**src/tplw_pkg.sv**
```systemverilog
package tplw_pkg;

   // command codes of an input beat
   localparam logic CMD_REQUEST  = 1'b0;
   localparam logic CMD_RESPONSE = 1'b1;

   // result action codes
   localparam logic [1:0] ACT_READ  = 2'd0;
   localparam logic [1:0] ACT_WRITE = 2'd1;
   localparam logic [1:0] ACT_DONE  = 2'd2;
   localparam logic [1:0] ACT_FAULT = 2'd3;

   // control register indexes
   localparam logic CSR_PAGING_ENABLE = 1'b0;
   localparam logic CSR_PAGE_DIR_BASE = 1'b1;

   // walk phase, one-hot
   typedef enum logic [3:0] {
      PH_IDLE = 4'b0001,
      PH_DIR  = 4'b0010,
      PH_TBL  = 4'b0100,
      PH_DATA = 4'b1000
   } phase_type;

   // input beat payload
   typedef struct packed {
      logic        command;
      logic [31:0] virt_addr;
      logic [2:0]  size_bytes;
      logic        is_store;
      logic [31:0] store_data;
      logic [31:0] mem_data;
   } req_type;

   // result beat payload
   typedef struct packed {
      logic [1:0]  action;
      logic [31:0] phys_addr;
      logic [2:0]  req_bytes;
      logic [31:0] out_data;
   } result_type;

   // walk state carried between beats
   typedef struct packed {
      phase_type   phase;
      logic [31:0] saved_vaddr;
      logic [2:0]  saved_len;
      logic [1:0]  byte_index;
      logic        split_mode;
      logic        store_flag;
      logic [31:0] data_buffer;
   } walk_state_type;

   localparam walk_state_type WALK_RESET = '{
      phase:       PH_IDLE,
      saved_vaddr: 32'd0,
      saved_len:   3'd0,
      byte_index:  2'd0,
      split_mode:  1'b0,
      store_flag:  1'b0,
      data_buffer: 32'd0
   };

   // mask of the low n bytes of a word
   function automatic logic [31:0] byte_mask(input logic [2:0] n);
      logic [31:0] m;
      begin
         case (n)
            3'd1: m = 32'h0000_00FF;
            3'd2: m = 32'h0000_FFFF;
            3'd3: m = 32'h00FF_FFFF;
            default: m = 32'hFFFF_FFFF;
         endcase
         return m;
      end
   endfunction

endpackage

```
**src/tplw_ifs.sv**
```systemverilog
// access request and memory response channel
interface tplw_req_if;
   logic        valid;
   logic        ready;
   logic        command;
   logic [31:0] virt_addr;
   logic [2:0]  size_bytes;
   logic        is_store;
   logic [31:0] store_data;
   logic [31:0] mem_data;

   modport source (output valid, command, virt_addr, size_bytes, is_store, store_data,
                   mem_data, input ready);
   modport sink (input valid, command, virt_addr, size_bytes, is_store, store_data,
                 mem_data, output ready);
endinterface

// result channel
interface tplw_rsp_if;
   logic        valid;
   logic        ready;
   logic [1:0]  action;
   logic [31:0] phys_addr;
   logic [2:0]  req_bytes;
   logic [31:0] out_data;

   modport source (output valid, action, phys_addr, req_bytes, out_data, input ready);
   modport sink (input valid, action, phys_addr, req_bytes, out_data, output ready);
endinterface

// control register write channel
interface tplw_csr_if;
   logic        valid;
   logic        ready;
   logic        index;
   logic [31:0] data;

   modport source (output valid, index, data, input ready);
   modport sink (input valid, index, data, output ready);
endinterface

```
**src/two_level_page_walk_access.sv**
```systemverilog
// a result is registered and is on the rsp channel in the cycle after the beat that causes it
// throughput: one req beat per cycle; req ready drops only while a held result
//   is not taken by the rsp side
// each memory request costs one req response beat; an unsplit paged walk is four results
// reset: synchronous, clears walk phase to idle, registers to zero and the result valid flag
module two_level_page_walk_access import tplw_pkg::*; (
   input  logic       clock,
   input  logic       reset,
   tplw_req_if.sink   req_chan,
   tplw_rsp_if.source rsp_chan,
   tplw_csr_if.sink   csr_chan
);

   logic           paging_enable_ff;
   logic [31:0]    page_dir_base_ff;
   walk_state_type state_ff;
   walk_state_type state_in;
   req_type        req;
   result_type     res;
   logic           res_valid;
   logic           space;
   logic           accept;
   logic           load;

   // control registers
   assign csr_chan.ready = 1'b1;

   always_ff @(posedge clock) begin
      if (reset) begin
         paging_enable_ff <= 1'b0;
         page_dir_base_ff <= 32'd0;
      end else if (csr_chan.valid) begin
         case (csr_chan.index)
            CSR_PAGING_ENABLE: paging_enable_ff <= csr_chan.data[0];
            CSR_PAGE_DIR_BASE: page_dir_base_ff <= csr_chan.data;
            default: ;
         endcase
      end
   end

   // input beat
   assign req = '{
      command:    req_chan.command,
      virt_addr:  req_chan.virt_addr,
      size_bytes: req_chan.size_bytes,
      is_store:   req_chan.is_store,
      store_data: req_chan.store_data,
      mem_data:   req_chan.mem_data
   };

   assign req_chan.ready = space;
   assign accept         = req_chan.valid && space;
   assign load           = accept && res_valid;

   tplw_step u_step (
      .req           (req),
      .paging_enable (paging_enable_ff),
      .page_dir_base (page_dir_base_ff),
      .state_ff      (state_ff),
      .state_in      (state_in),
      .res           (res),
      .res_valid     (res_valid)
   );

   // walk state
   always_ff @(posedge clock) begin
      if (reset) begin
         state_ff <= WALK_RESET;
      end else if (accept) begin
         state_ff <= state_in;
      end
   end

   tplw_out_reg u_out_reg (
      .clock    (clock),
      .reset    (reset),
      .load     (load),
      .res      (res),
      .space    (space),
      .rsp_chan (rsp_chan)
   );

   // a new result only follows an accepted beat
   a_result_from_beat: assert property (@(posedge clock) disable iff (reset)
      $rose(rsp_chan.valid) |-> $past(accept))
      else $error("result appeared without an accepted beat");

   // a response while idle gives no result
   a_idle_response_dropped: assert property (@(posedge clock) disable iff (reset)
      (accept && req_chan.command == CMD_RESPONSE && state_ff.phase == PH_IDLE)
      |=> !rsp_chan.valid)
      else $error("response while idle produced a result");

   // fault and done end the walk
   a_end_to_idle: assert property (@(posedge clock) disable iff (reset)
      (load && (res.action == ACT_FAULT || res.action == ACT_DONE))
      |=> state_ff.phase == PH_IDLE)
      else $error("walk did not return to idle after fault or done");

endmodule

```
**src/tplw_step.sv**
```systemverilog
module tplw_step import tplw_pkg::*; (
   input  req_type        req,
   input  logic           paging_enable,
   input  logic [31:0]    page_dir_base,
   input  walk_state_type state_ff,
   output walk_state_type state_in,
   output result_type     res,
   output logic           res_valid
);

   logic [2:0]  len_clamp;
   logic [31:0] req_end;
   logic [31:0] cur_va;
   logic [2:0]  cur_len;
   logic [4:0]  byte_shift;
   logic [31:0] split_byte;
   logic [31:0] merged_buffer;
   logic [2:0]  idx_next_wide;
   logic        more_bytes;
   logic [31:0] cur_va_next;
   logic [31:0] tbl_addr;
   logic [31:0] data_addr;

   // clamp the access length to 1..4
   assign len_clamp = (req.size_bytes == 3'd0) ? 3'd1 :
                      (req.size_bytes > 3'd4)  ? 3'd4 : req.size_bytes;
   assign req_end   = req.virt_addr + {29'd0, len_clamp} - 32'd1;

   // address and length of the access being translated
   assign cur_va  = state_ff.split_mode ? state_ff.saved_vaddr + {30'd0, state_ff.byte_index}
                                        : state_ff.saved_vaddr;
   assign cur_len = state_ff.split_mode ? 3'd1 : state_ff.saved_len;

   // byte lane handling for split accesses
   assign byte_shift    = {state_ff.byte_index, 3'b000};
   assign split_byte    = (state_ff.data_buffer >> byte_shift) & 32'h0000_00FF;
   assign merged_buffer = (state_ff.data_buffer & ~(32'h0000_00FF << byte_shift)) |
                          ({24'd0, req.mem_data[7:0]} << byte_shift);
   assign idx_next_wide = {1'b0, state_ff.byte_index} + 3'd1;
   assign more_bytes    = idx_next_wide < state_ff.saved_len;
   assign cur_va_next   = state_ff.saved_vaddr + {29'd0, idx_next_wide};

   // table entry and data addresses from the returned entry
   assign tbl_addr  = {req.mem_data[31:12], 12'd0} + {20'd0, cur_va[21:12], 2'b00};
   assign data_addr = {req.mem_data[31:12], cur_va[11:0]};

   // next state and result of one beat
   always_comb begin
      state_in  = state_ff;
      res       = '0;
      res_valid = 1'b0;
      if (req.command == CMD_REQUEST) begin
         if (state_ff.phase == PH_IDLE) begin
            res_valid            = 1'b1;
            state_in.saved_vaddr = req.virt_addr;
            state_in.saved_len   = len_clamp;
            state_in.byte_index  = 2'd0;
            state_in.store_flag  = req.is_store;
            state_in.data_buffer = req.is_store ? req.store_data : 32'd0;
            if (!paging_enable) begin
               state_in.split_mode = 1'b0;
               state_in.phase      = PH_DATA;
               res.action          = req.is_store ? ACT_WRITE : ACT_READ;
               res.phys_addr       = req.virt_addr;
               res.req_bytes       = len_clamp;
               res.out_data        = req.is_store ? (req.store_data & byte_mask(len_clamp))
                                                  : 32'd0;
            end else begin
               state_in.split_mode = (req.virt_addr[31:12] != req_end[31:12]);
               state_in.phase      = PH_DIR;
               res.action          = ACT_READ;
               res.phys_addr       = page_dir_base + {20'd0, req.virt_addr[31:22], 2'b00};
               res.req_bytes       = 3'd4;
            end
         end
      end else begin
         case (state_ff.phase)
            PH_DIR: begin
               res_valid = 1'b1;
               if (!req.mem_data[0]) begin
                  state_in.phase = PH_IDLE;
                  res.action     = ACT_FAULT;
                  res.phys_addr  = cur_va;
                  res.req_bytes  = cur_len;
               end else begin
                  state_in.phase = PH_TBL;
                  res.action     = ACT_READ;
                  res.phys_addr  = tbl_addr;
                  res.req_bytes  = 3'd4;
               end
            end
            PH_TBL: begin
               res_valid = 1'b1;
               if (!req.mem_data[0]) begin
                  state_in.phase = PH_IDLE;
                  res.action     = ACT_FAULT;
                  res.phys_addr  = cur_va;
                  res.req_bytes  = cur_len;
               end else begin
                  state_in.phase = PH_DATA;
                  res.action     = state_ff.store_flag ? ACT_WRITE : ACT_READ;
                  res.phys_addr  = data_addr;
                  res.req_bytes  = cur_len;
                  if (state_ff.store_flag) begin
                     res.out_data = state_ff.split_mode ? split_byte
                        : (state_ff.data_buffer & byte_mask(state_ff.saved_len));
                  end
               end
            end
            PH_DATA: begin
               res_valid = 1'b1;
               if (!state_ff.split_mode) begin
                  state_in.phase = PH_IDLE;
                  res.action     = ACT_DONE;
                  res.phys_addr  = state_ff.saved_vaddr;
                  res.req_bytes  = state_ff.saved_len;
                  res.out_data   = state_ff.store_flag ? 32'd0
                                   : (req.mem_data & byte_mask(state_ff.saved_len));
               end else begin
                  if (!state_ff.store_flag) begin
                     state_in.data_buffer = merged_buffer;
                  end
                  if (more_bytes) begin
                     // next byte of a page-crossing access: walk again
                     state_in.byte_index = idx_next_wide[1:0];
                     state_in.phase      = PH_DIR;
                     res.action          = ACT_READ;
                     res.phys_addr       = page_dir_base + {20'd0, cur_va_next[31:22], 2'b00};
                     res.req_bytes       = 3'd4;
                  end else begin
                     state_in.phase = PH_IDLE;
                     res.action     = ACT_DONE;
                     res.phys_addr  = state_ff.saved_vaddr;
                     res.req_bytes  = state_ff.saved_len;
                     res.out_data   = state_ff.store_flag ? 32'd0 : merged_buffer;
                  end
               end
            end
            default: begin
               res_valid = 1'b0;
            end
         endcase
      end
   end

endmodule

```
**src/tplw_out_reg.sv**
```systemverilog
module tplw_out_reg import tplw_pkg::*; (
   input  logic       clock,
   input  logic       reset,
   input  logic       load,
   input  result_type res,
   output logic       space,
   tplw_rsp_if.source rsp_chan
);

   logic       valid_ff;
   logic       valid_in;
   result_type res_ff;

   // room for a new result when empty or the held beat leaves now
   assign space = !valid_ff || rsp_chan.ready;

   always_comb begin
      valid_in = valid_ff;
      if (load) begin
         valid_in = 1'b1;
      end else if (rsp_chan.ready) begin
         valid_in = 1'b0;
      end
   end

   always_ff @(posedge clock) begin
      if (reset) begin
         valid_ff <= 1'b0;
      end else begin
         valid_ff <= valid_in;
      end
   end

   // payload register
   always_ff @(posedge clock) begin
      if (load) begin
         res_ff <= res;
      end
   end

   assign rsp_chan.valid     = valid_ff;
   assign rsp_chan.action    = res_ff.action;
   assign rsp_chan.phys_addr = res_ff.phys_addr;
   assign rsp_chan.req_bytes = res_ff.req_bytes;
   assign rsp_chan.out_data  = res_ff.out_data;

endmodule

```
**src/flat_wrapper.sv**
```systemverilog
// flat-port wrapper written by rule: the top's interface ports become plain ports
module two_level_page_walk_access_flat import tplw_pkg::*;
  (clock, reset, req_chan_valid, req_chan_command, req_chan_virt_addr, req_chan_size_bytes, req_chan_is_store, req_chan_store_data, req_chan_mem_data, req_chan_ready, rsp_chan_valid, rsp_chan_action, rsp_chan_phys_addr, rsp_chan_req_bytes, rsp_chan_out_data, rsp_chan_ready, csr_chan_valid, csr_chan_index, csr_chan_data, csr_chan_ready);
  tplw_req_if req_chan_i ();
  tplw_rsp_if rsp_chan_i ();
  tplw_csr_if csr_chan_i ();
  input  logic clock;
  input  logic reset;
  input wire logic [$bits(req_chan_i.valid)-1:0] req_chan_valid;
  input wire logic [$bits(req_chan_i.command)-1:0] req_chan_command;
  input wire logic [$bits(req_chan_i.virt_addr)-1:0] req_chan_virt_addr;
  input wire logic [$bits(req_chan_i.size_bytes)-1:0] req_chan_size_bytes;
  input wire logic [$bits(req_chan_i.is_store)-1:0] req_chan_is_store;
  input wire logic [$bits(req_chan_i.store_data)-1:0] req_chan_store_data;
  input wire logic [$bits(req_chan_i.mem_data)-1:0] req_chan_mem_data;
  output wire logic [$bits(req_chan_i.ready)-1:0] req_chan_ready;
  output wire logic [$bits(rsp_chan_i.valid)-1:0] rsp_chan_valid;
  output wire logic [$bits(rsp_chan_i.action)-1:0] rsp_chan_action;
  output wire logic [$bits(rsp_chan_i.phys_addr)-1:0] rsp_chan_phys_addr;
  output wire logic [$bits(rsp_chan_i.req_bytes)-1:0] rsp_chan_req_bytes;
  output wire logic [$bits(rsp_chan_i.out_data)-1:0] rsp_chan_out_data;
  input wire logic [$bits(rsp_chan_i.ready)-1:0] rsp_chan_ready;
  input wire logic [$bits(csr_chan_i.valid)-1:0] csr_chan_valid;
  input wire logic [$bits(csr_chan_i.index)-1:0] csr_chan_index;
  input wire logic [$bits(csr_chan_i.data)-1:0] csr_chan_data;
  output wire logic [$bits(csr_chan_i.ready)-1:0] csr_chan_ready;
  assign req_chan_i.valid = req_chan_valid;
  assign req_chan_i.command = req_chan_command;
  assign req_chan_i.virt_addr = req_chan_virt_addr;
  assign req_chan_i.size_bytes = req_chan_size_bytes;
  assign req_chan_i.is_store = req_chan_is_store;
  assign req_chan_i.store_data = req_chan_store_data;
  assign req_chan_i.mem_data = req_chan_mem_data;
  assign req_chan_ready = req_chan_i.ready;
  assign rsp_chan_valid = rsp_chan_i.valid;
  assign rsp_chan_action = rsp_chan_i.action;
  assign rsp_chan_phys_addr = rsp_chan_i.phys_addr;
  assign rsp_chan_req_bytes = rsp_chan_i.req_bytes;
  assign rsp_chan_out_data = rsp_chan_i.out_data;
  assign rsp_chan_i.ready = rsp_chan_ready;
  assign csr_chan_i.valid = csr_chan_valid;
  assign csr_chan_i.index = csr_chan_index;
  assign csr_chan_i.data = csr_chan_data;
  assign csr_chan_ready = csr_chan_i.ready;
  two_level_page_walk_access u_core (.clock(clock), .reset(reset), .req_chan(req_chan_i), .rsp_chan(rsp_chan_i), .csr_chan(csr_chan_i));
endmodule
```
**config.mk**
```make
export PLATFORM = sky130hd
export DESIGN_NAME = two_level_page_walk_access_flat
export DESIGN_NICKNAME = d
export VERILOG_FILES = /design/src/tplw_pkg.sv /design/src/tplw_ifs.sv /design/src/two_level_page_walk_access.sv /design/src/tplw_step.sv /design/src/tplw_out_reg.sv /design/src/flat_wrapper.sv
export SDC_FILE = /design/constraint.sdc
export NUM_CORES = 1
export LEC_CHECK = 0
export ABC_AREA = 1
export BUFFER_PORTS_ARGS = -buffer_cell sky130_fd_sc_hd__buf_2
export CAP_MARGIN = 25
export CORE_ASPECT_RATIO = 1.1
export CORE_MARGIN = 2
export CORE_UTILIZATION = 55
export DETAILED_ROUTE_END_ITERATION = 16
export GPL_TIMING_DRIVEN = 0
export PLACE_DENSITY_LB_ADDON = 0.3
export REMOVE_ABC_BUFFERS = 1
export SETUP_SLACK_MARGIN = 0.2
export SLEW_MARGIN = 5
export SYNTH_ARGS = -nofsm -noshare
export SYNTH_HDL_FRONTEND = slang
export SYNTH_HIERARCHICAL = 1
export SYNTH_SLANG_ARGS = --single-unit
```
**constraint.sdc**
```tcl
create_clock -name clock -period 8.8 [get_ports clock]
set_input_delay 1.76 -clock clock [delete_from_list [all_inputs] [get_ports clock]]
set_output_delay 1.76 -clock clock [all_outputs]
set_load 0.005 [all_outputs]
```
==> flow_summary.yaml <==
outcome:
  status: "finished clean"
critical_path:
  startpoint_type: "flip-flop"
  critical_path_required_ns: 8.98
  startpoint: "u_core/state_ff[34]"
  cp-end-kind: "flip-flop"
  cp_max_fo: 30
  r2r-start: "u_core/state_ff[34]"
  reg2reg_to: "u_core/u_out_reg/rsp_chan.phys_addr[17]"
  endpoint: "u_core/u_out_reg/rsp_chan.phys_addr[17]"
  path_class: "flip-flop to flip-flop"
  r2r_slack_ns: 2.54
  reg2regPathDepth: 25
  cp.arrival_ns: 6.43
sta:
  drv_slew: 0
  hold_viol: 0
  max_freq_mhz: 160
  setup_viol: 0
  grt_setup_unrepaired: "false"
  min_period_over_period_pct: 71.1
  tightest_slew_ns: 1.18
  skew_ns: 0.0156
  layout_min_cycle_time_ns: 6.26
  relSlewSlack_pct: 20.9
run:
  maxCapViolCount: 0
global_routing:
  grt_max_degree: 77
  grt_pass1_vias: 17300
  antenna_found_initial: 0
  grt_pass1_wl_um: 98400
  grt.total_usage_pct: 41.3
  gr-total-overflow: 0
synth:
  synth-compound-area-share_pct: 25.3
  synth-async-reset-ratio_pct: 0
  synth_xor_xnor_area_share_pct: 3.22
  synth_cell_type_count: 70
  syn_area_um2: 16000
  synth_common_cells: "nand2_1, inv_1, nor2_1"
  synth_top_family_by_area: "simple AND/OR/NAND/NOR gates"
  ys.flop_type: "dfxtp_1"
  synth.most_common_cell: "nand2_1"
  yosysTopAreaCellShare_pct: 13.6
  syn_inst: 2478
  ys_seq_area_share_pct: 26.5
  synth_area_per_cell_um2: 6.47
  synthSimpleGateAreaFrac_pct: 28.4
  synth_mux_area_share_pct: 0
  synthAdderAreaFrac_pct: 5.29
  synth_edf_count: 69
  ys_seq_elements: 178
  synth_top_cell_by_area: "dfxtp_1"
  synth.area.top_cells: "dfxtp_1, edfxtp_1, nand2_1, inv_1, o21ai_0"
  yosysWarnings: 6
power:
  clkPwrFrac_pct: 31.2
  p_sw_share_pct: 38.2
  worst_ir_drop_vdd_mv: 0.122
  power-per-cell-area_nw_per_um2: 138
  switchingPower_uw: 940
  p_seq_share_pct: 39.7
  total_power_uw: 2460
  intPower_uw: 1520
  combPwrFrac_pct: 29.1
  leakage_uw: 0.00767
layout:
  syn2layout_area_growth_pct: 11.0
  insertedDiodeCount: 0
  nets: 2814
  layout-drive-gt1-share_pct: 13.3
  final_util_pct: 62.0
  nFillCells: 2773
route:
  firstDrtPassIters: 6
  initialDrtViolationCount: 2973
  drt-vias-per-instance: 6.27
  vias: 18700
  drc: 0
  wl_per_cell_um: 21.7
  ant_nets: 0
  wirelength_um: 64900
clock_network:
  cts_made_buffers: 17
  clk_latency_ns: 0.45
  cts_tree: "yes"
  ctsResizeCount: 0
  post_cts.repair.setup_buffers: 0
  holdBufCountCts: 0
  clockBufferDepth: 2
  htree_levels: 4
  cts.sinks: 178
  clk_pin_slew_ns: 0.08
  root_buffer: "clkbuf_16"
worst_hold_path:
  min_path_type: "flip-flop to flip-flop"
  hold_depth: 2
placed_design:
  place_hpwl_um: 48600
  port_buffers: 209
  gp_congestion: 1.04
floorplanning:
  die_h_um: 183
  ios: 211
  rows: 65
  initial_core_util_pct: 55.8
  die_area_um2: 30500
  coreArea_um2: 28700
  die_w_um: 167
## power by group through the flow
stage	Sequential [µW]	Clock [µW]	Combinational, µW
6_report	976	769	716
5_1_grt	982	803	779
4_1_cts	975	774	685
3_5_place_dp	993	0	682
3_3_place_gp	997	0	656
2_1_floorplan	979	0	422
## worst min-delay path by stage
| stage | from | to | slack (ns) |
|---|---|---|---|
| floorplan | u_core/page_dir_base_ff[0] | u_core/page_dir_base_ff[0] | 0.43 |
| global placement | u_core/page_dir_base_ff[1] | u_core/page_dir_base_ff[1] | 0.45 |
| detailed placement | u_core/page_dir_base_ff[1] | u_core/page_dir_base_ff[1] | 0.45 |
| CTS | u_core/page_dir_base_ff[1] | u_core/page_dir_base_ff[1] | 0.46 |
| global route | u_core/page_dir_base_ff[1] | u_core/page_dir_base_ff[1] | 0.49 |
| finish | u_core/page_dir_base_ff[1] | u_core/page_dir_base_ff[1] | 0.46 |
## cell families (layout without fill, tap and decap cells)
logic type / count (synthesis) / in the layout
AO/OA/AOI/OAI: 681 / 681
AND/OR/NAND/NOR: 1056 / 1056
buffers and inverters: 437 / 580
XOR/XNOR: 59 / 59
adder cells (fa/ha/maj): 66 / 66
flip-flops: 178 / 178
other: 1 / 1
## worst max-delay path, stage by stage (launching register included)
cell and delay (ns):
dfxtp_1 1.01, inv_2 0.52, ha_1 0.49, ha_1 0.29
a21oi_1 0.06, inv_1 0.05, a21oi_1 0.09, nor2_1 0.10
inv_1 0.07, nor2_1 0.35, nand3_1 0.35, nor2_1 0.22
xor2_1 0.35, inv_1 0.09, ha_1 0.36, nand2_1 0.13
nor2_2 0.13, nand4_1 0.11, o221ai_2 0.39, inv_2 0.15
nor2_4 0.15, a21oi_1 0.07, o21ai_0 0.12, o211ai_1 0.13
nand2_1 0.09, nand2_1 0.10
## routing by layer
metal / global-route usage (%) / up-vias / routed length (µm)
li1: - / 8635 / -
met1: 51.4 / 8539 / 24800
met2: 67.3 / 1283 / 29100
met3: 6.60 / 286 / 6400
met4: 25.7 / 0 / 4640
met5: 0 / - / 0
## flip-flops by register name, indices dropped and copies added (netlist names)
| name | count |
|---|---|
| u_core/u_out_reg/rsp_chan.phys_addr | 32 |
| u_core/u_out_reg/rsp_chan.valid | 1 |
| u_core/paging_enable_ff | 1 |
| u_core/page_dir_base_ff | 32 |
| u_core/state_ff | 75 |
| u_core/u_out_reg/rsp_chan.req_bytes | 3 |
| u_core/u_out_reg/rsp_chan.action | 2 |
| u_core/u_out_reg/rsp_chan.out_data | 32 |
## layout make-up
| type | instances | area, µm² | share of cell area (%) |
|---|---|---|---|
| multi-input cells | 1863 | 9980 | 56.1 |
| flip-flops and latches | 178 | 4250 | 23.9 |
| repair buffers | 223 | 1300 | 7.29 |
| inverters | 326 | 1230 | 6.92 |
| well taps | 368 | 460 | 2.59 |
| clock buffers | 17 | 425 | 2.39 |
| clock inverters | 14 | 139 | 0.781 |
## placed cells by master (no fill, tap or decap), types with 47 or more instances in the layout
cell type / count
o21ai_0: 216
edfxtp_1: 69
a21oi_1: 186
buf_2: 208
nand2_1: 520
nand3_1: 140
ha_1: 63
o22ai_1: 67
nor2_1: 281
inv_1: 298
dfxtp_1: 109
o21ai_1: 47
## per-stage QoR
stage | setup slack [ns] | hold WS [ns] | TNS (ns) | cells | area [µm²]
finish | 2.54 | 0.464 | 0 | 2989 | 17800
global route | 2.30 | 0.491 | 0 | 2989 | 17800
global placement | -1.02 | 0.448 | -66.94 | 2944 | 17000
floorplan | 2.55 | 0.431 | 0 | 2367 | 15500
detailed placement | 2.37 | 0.452 | 0 | 2953 | 17200
CTS | 2.32 | 0.463 | 0 | 2984 | 17700
No activity file was read; power rests on OpenSTA's default activity.
